File: src/hdl/ali_pkg.sv
package ali_pkg;

    localparam int POSITION_BITS   = 32;
    localparam int ANGLE_FRAC_BITS = 16;
    localparam int ANGLE_BITS      = ANGLE_FRAC_BITS + 3;
    localparam int WRAP_BITS       = ANGLE_BITS + 1;
    localparam int DIFF_BITS       = POSITION_BITS + 1;
    localparam int MAG_BITS        = WRAP_BITS + POSITION_BITS + 1;
    localparam int NUM_BITS        = MAG_BITS + 1;

    localparam logic [63:0] TWO_PI_Q60 = 64'h6487ED5110B4611A;
    localparam logic [63:0] PI_Q60     = 64'h3243F6A8885A308D;
    localparam logic [63:0] TWO_PI_WIDE =
        ((TWO_PI_Q60 >> (59 - ANGLE_FRAC_BITS)) + 64'd1) >> 1;
    localparam logic [63:0] PI_WIDE =
        ((PI_Q60 >> (59 - ANGLE_FRAC_BITS)) + 64'd1) >> 1;
    localparam logic [ANGLE_BITS-1:0] TWO_PI = TWO_PI_WIDE[ANGLE_BITS-1:0];
    localparam logic [ANGLE_BITS-1:0] PI_Q   = PI_WIDE[ANGLE_BITS-1:0];

    typedef struct packed {
        logic [POSITION_BITS-1:0] query_position;
        logic [POSITION_BITS-1:0] start_position;
        logic [ANGLE_BITS-1:0]    start_inclination;
        logic [ANGLE_BITS-1:0]    start_azimuth;
        logic [POSITION_BITS-1:0] end_position;
        logic [ANGLE_BITS-1:0]    end_inclination;
        logic [ANGLE_BITS-1:0]    end_azimuth;
    } in_item_t;

    typedef struct packed {
        logic [ANGLE_BITS-1:0] interpolated_inclination;
        logic [ANGLE_BITS-1:0] interpolated_azimuth;
    } out_item_t;

    // Per-angle state of the long division and the running residue modulo 2pi.
    typedef struct packed {
        logic [MAG_BITS-1:0]      mag;
        logic [POSITION_BITS-1:0] rem;
        logic                     qbit;
        logic [ANGLE_BITS-1:0]    res;
        logic                     negative;
        logic                     use_fb;
        logic [ANGLE_BITS-1:0]    fb;
    } lane_t;

    typedef struct packed {
        lane_t                    inc;
        lane_t                    az;
        logic [POSITION_BITS-1:0] dx;
    } div_word_t;

endpackage

File: src/hdl/ali_back.sv
module ali_back
    import ali_pkg::*;
(
    input  logic      clk,
    input  logic      rst_n,
    input  logic      en,
    input  logic      word_valid,
    input  div_word_t word,
    output logic      result_valid,
    output out_item_t result
);

    // Folds in the last quotient bit, applies the sign, or returns the fallback.
    function automatic logic [ANGLE_BITS-1:0] finish_lane(input lane_t l);
        logic [ANGLE_BITS:0]   rs;
        logic [ANGLE_BITS:0]   rd;
        logic [ANGLE_BITS-1:0] r;
        logic [ANGLE_BITS-1:0] v;
        rs = {l.res, l.qbit};
        rd = rs - {1'b0, TWO_PI};
        r  = (rs >= {1'b0, TWO_PI}) ? rd[ANGLE_BITS-1:0] : rs[ANGLE_BITS-1:0];
        v  = (l.negative && (r != '0)) ? (TWO_PI - r) : r;
        return l.use_fb ? l.fb : v;
    endfunction

    logic      valid_reg;
    out_item_t result_reg;
    out_item_t result_next;

    always_comb
    begin
        result_next.interpolated_inclination = finish_lane(word.inc);
        result_next.interpolated_azimuth     = finish_lane(word.az);
    end

    always_ff @(posedge clk or negedge rst_n)
    begin
        if (!rst_n)
        begin
            valid_reg <= 1'b0;
        end
        else if (en)
        begin
            valid_reg <= word_valid;
        end
    end

    always_ff @(posedge clk)
    begin
        if (en)
        begin
            result_reg <= result_next;
        end
    end

    assign result_valid = valid_reg;
    assign result       = result_reg;

endmodule

File: config.mk
export PLATFORM = sky130hd
export DESIGN_NAME = ali_back
export DESIGN_NICKNAME = d
export VERILOG_FILES = /design/src/hdl/ali_pkg.sv /design/src/hdl/ali_back.sv
export SDC_FILE = /design/constraint.sdc
export NUM_CORES = 1
export LEC_CHECK = 0
export ABC_AREA = 1
export BUFFER_PORTS_ARGS = -buffer_cell sky130_fd_sc_hd__clkbuf_2
export CAP_MARGIN = 20
export CORE_AREA = 2 2 127 129
export DETAILED_ROUTE_END_ITERATION = 8
export DIE_AREA = 0 0 129 131
export PLACE_DENSITY = 0.67
export SETUP_SLACK_MARGIN = 0.4
export SYNTH_ARGS = -nofsm -noshare
export SYNTH_HDL_FRONTEND = slang
export SYNTH_SLANG_ARGS = --single-unit
File: constraint.sdc
create_clock -name clk -period 1 [get_ports clk]
set_clock_uncertainty 0.1 [all_clocks]
set_input_delay 0.2 -clock clk [delete_from_list [all_inputs] [get_ports clk]]
set_output_delay 0.2 -clock clk [all_outputs]
set_load 0.01 [all_outputs]
Word level (Yosys, flattened, before mapping)
Cells that the tools add are included.

storage, ports and cells
  register bits = 39
  bits of input ports = 288
  output and inout bits = 39
  word-level logic and storage cells = 19

operators by class
  add/subtract/negate cells = 4
  $lt $le $gt $ge = 2
  mux-type cells = 6
  reduce and logical (&&, ||, !) cells = 4

operators by type and width
  cell                    number
  $mux 19                 6
  $ge 20x19->1 const B    2
  $reduce_bool 19->1      2
  $sub 19x19->19 const A  2
  $sub 19x19->19 const B  2
  $logic_and 1x1->1       2

Longest topological paths before layout
  word-level depth = 6
  mapped depth = 23
  gate-level depth less buffers = 21

Worst setup path before layout
Ideal clock, no wire load.

  kind = input -> register
  from = in word[179] (netlist bit)
  to = reg result_reg, in the netlist result[32], data pin
  setup time = 0.253 ns
  arrival = 2.236 ns
  data required time = 0.647 ns
  slack = -1.589 ns
  stages = 20
  path buffers = 1
  cells stage by stage = ha_1 -> nand3_1 -> inv_1 -> nand2_1 -> nand2_1 -> nand3_2 -> nand2_2 -> buf_4 -> nand2_1 -> nand2_1 -> inv_1 -> ha_1 -> nand3_1 -> o21ai_0 -> nand2_1 -> xor2_1 -> nand2_1 -> nand2_1 -> nand2_1 -> nand2_1

RTL lines
  item                  line            source
  from (decl)           ali_back.sv:8   input div_word_t word,
  to (signal assigned)  ali_back.sv:52  result_reg <= result_next;
  to (decl)             ali_back.sv:27  out_item_t result_reg;

==> flow_metrics.tcl <==
set metrics [dict create \
    holdPathEnd "result[18]" \
    hold_class "input port to register" \
    drive_above_1_share_pct 55.2 \
    yosys.area_share.simple_pct 55.0 \
    nFillCells 1338 \
    routed_wirelength_um 18900 \
    coreArea_mm2 0.0156 \
    crit_path_top_delay_cell "buf_12" \
    r2r-start "result_valid" \
    post_synth_inst_count 775 \
    cp-start-kind "input port" \
    dieArea_mm2 0.0169 \
    grt_pass1_wl_um 27100 \
    slew_viol_final 0 \
    dr.pass1.iters 5 \
    leakagePower_nw 4.60 \
    hold_violations 0 \
    ys_types 35 \
    grt_pass1_vias 5782 \
    die_h_um 131 \
    crit_family "simple AND/OR/NAND/NOR gates" \
    synth.area.mux_share_pct 0.251 \
    numCtsBuffers 5 \
    rows 46 \
    reg2reg_to "result_valid" \
    grt_util_all_layers_pct 20.2 \
    nNetsFinal 1435 \
    clk_pin_slew_ns 0.08 \
    hpwl_um 12500 \
    fin_tns_setup_ns -47.87 \
    synth_top_area_cell "nand2_1" \
    drc 0 \
    port_buffers 124 \
    slew_headroom_pct 82.6 \
    ir_drop_uv 645 \
    clkLatencyLatePin_ns 0.29 \
    maxCapViolCount 0 \
    area_delta_synth_final_pct 98.7 \
    synth_top_family_by_area "simple AND/OR/NAND/NOR gates" \
    clock_path_buffers 2 \
    max_freq_mhz 448 \
    syn_avg_cell_area_um2 5.79 \
    finalWorstSetupSlack_ns -1.23 \
    crit_buf_inv 5 \
    hold_depth 3 \
    drt_iter0_markers 364 \
    cts_root_buf "clkbuf_16" \
    avgRoutedWirePerCell_um 13.9 \
    ff2ff_setup_slack_ns 0.02 \
    synth.most_common_cell "nand2_1" \
    synth_compound_area_share_pct 3.40 \
    synthAdderAreaFrac_pct 1.12 \
    synthTopCellsByArea "nand2_1 (31%), edfxtp_1 (25%), nand3_1 (12%)" \
    grt_max_degree 21 \
    synth_top_area_share_pct 30.8 \
    synth_ff_type "edfxtp_1" \
    status "finished, violations left" \
    violations "negative setup slack" \
    multi_input_area_mm2 0.00398 \
    fin_crit_sh_pct 223 \
    synthXorXnorAreaFrac_pct 4.10 \
    die_w_um 129 \
    place_area_mm2 0.00696 \
    io_pins 327 \
    crit_required_ns 0.96 \
    rsz0062_at_grt "true" \
    r2r_cells 2 \
    ys_ff_latch 39 \
    synth_nets 1067 \
    fin_area_mm2 0.00892 \
    grt-ovfl-total 0 \
    start_util_pct 28.8 \
    worst_slew_pin_slew_ns 0.260 \
    cp_data_arrival_time_ns 2.19 \
    ant_nets 0 \
    yosysSeqAreaShare_pct 26.0 \
    diodes 0 \
    period_needed_ns 2.23 \
    end_kind "register" \
    largest_reg_flops 38 \
    clock-sinks 39 \
    dp_slack_ns -1.62 \
    ys_top_cells_by_count "nand2_1 (368), nand3_1 (106), inv_1 (74)" \
    vias 6480 \
    setup_viol 77 \
    seq_area_mm2 0.00117 \
    synth_warnings 0 \
    crit_type "input port to register" \
    min_from "word[50]" \
    antenna_found_initial 0 \
    cts_tree "done" \
    netlist_area_mm2 0.00449 \
    finish.utilization_pct 57.2 \
    htreeDepth 2 \
    cpPeakStageDelay_ns 0.18 \
    crit_chain "buf_8, ha_4, nand3_4, inv_2, nand2_4, nand2_4, nand3_4, buf_12, nand2_8, nand2_1, nand2_1, nand2_2, inv_2, nand2_2, nor2_4, nand3_4, nand2_8, buf_6, nand3_2, nand3_2, nand2_2" \
    cp_max_fo 7 \
    async_flop_share_pct 2.56 \
    synth_edf_count 38 \
    vias_per_cell 4.76 \
    routabilityCongestion 0.895 \
    power_density_mw_per_mm2 910 \
]
cells by family (layout without fill, tap and decap cells):
family | after synthesis | after routing
simple gates | 580 | 585
buf+inv | 104 | 468
flops | 39 | 39
compound gates | 26 | 26
xor+xnor | 21 | 21
fa+ha+maj | 4 | 4
mux | 1 | 1
how the worst max path moves through the flow:
stage	slack, ns	startpoint	endpoint	cells after the start
floorplan	-1.30	word[53]	result[10]	21
global placement	-1.57	word[53]	result[13]	22
detailed placement	-1.62	word[53]	result[11]	20
CTS	-1.14	word[72]	result[13]	22
global route	-1.35	word[67]	result[0]	15
finish	-1.23	word[179]	result[23]	21
worst reg2reg max path, stage by stage (launching register included):
cell and delay [ns]:
dfrtp_1 0.39, buf_6 0.12, mux2_4 0.26
metrics by stage:
step	std cells	hold WS (ns)	power, W
2_1_floorplan	775	-0.196	0.00360
3_3_place_gp	1286	-0.123	0.00503
3_5_place_dp	1286	-0.123	0.00507
4_1_cts	1338	0.0460	0.00755
5_1_grt	1360	0.0773	0.00853
6_report	1360	0.0546	0.00811
per-layer routing:
metal | track usage (%) | vias up | part of all wire (%)
met5 | 0 | - | 0
met4 | 6.27 | 0 | 3.3
met1 | 25.6 | 2946 | 40
met3 | 2.40 | 59 | 5.9
li1 | - | 3210 | -
met2 | 36.0 | 265 | 50
cells in the final DEF (no fill, tap or decap), drive strengths merged:
master       synthesis  final
o21ai               16     16
nand3              111    111
xnor2                4      4
dlygate4sd3          0      1
inv                 80     79
dfrtp                1      1
buf                 15    265
edfxtp              38     38
o21bai               1      1
nand3b               3      3
a21boi               2      2
xor2                17     17
or2                  2      2
nand4               13     13
bufinv               0      1
clkinv               2      5
mux2                 1      1
clkbuf               7    117
ha                   4      4
nand2              380    385
a21oi                7      7
nor2                71     71
cell type report:
cell class	count	area share, %
timing repair buffer	378	33.4
sequential	39	13.1
inverter	82	3.96
clock inverter	3	0.491
clock buffer	5	1.40
tap	216	3.03
multi-input combinational	637	44.7
power by group:
part / switching, W / internal, W / total [W] / leakage, nW
clock network: 0.000763 / 0.00118 / 0.00194 / 0.0838
registers: 0.0000647 / 0.00201 / 0.00208 / 0.382
logic: 0.00211 / 0.00198 / 0.00409 / 4.13
timing repair:
item,4_1_cts,5_1_grt
resized for setup,127,177
pin swaps,56,90
setup buffers,34,19
hold buffers,1,0
endpoints found under the hold margin,1,0
setup endpoints to repair,116,103
cloned,9,3
(Power assumes the default switching activity.)
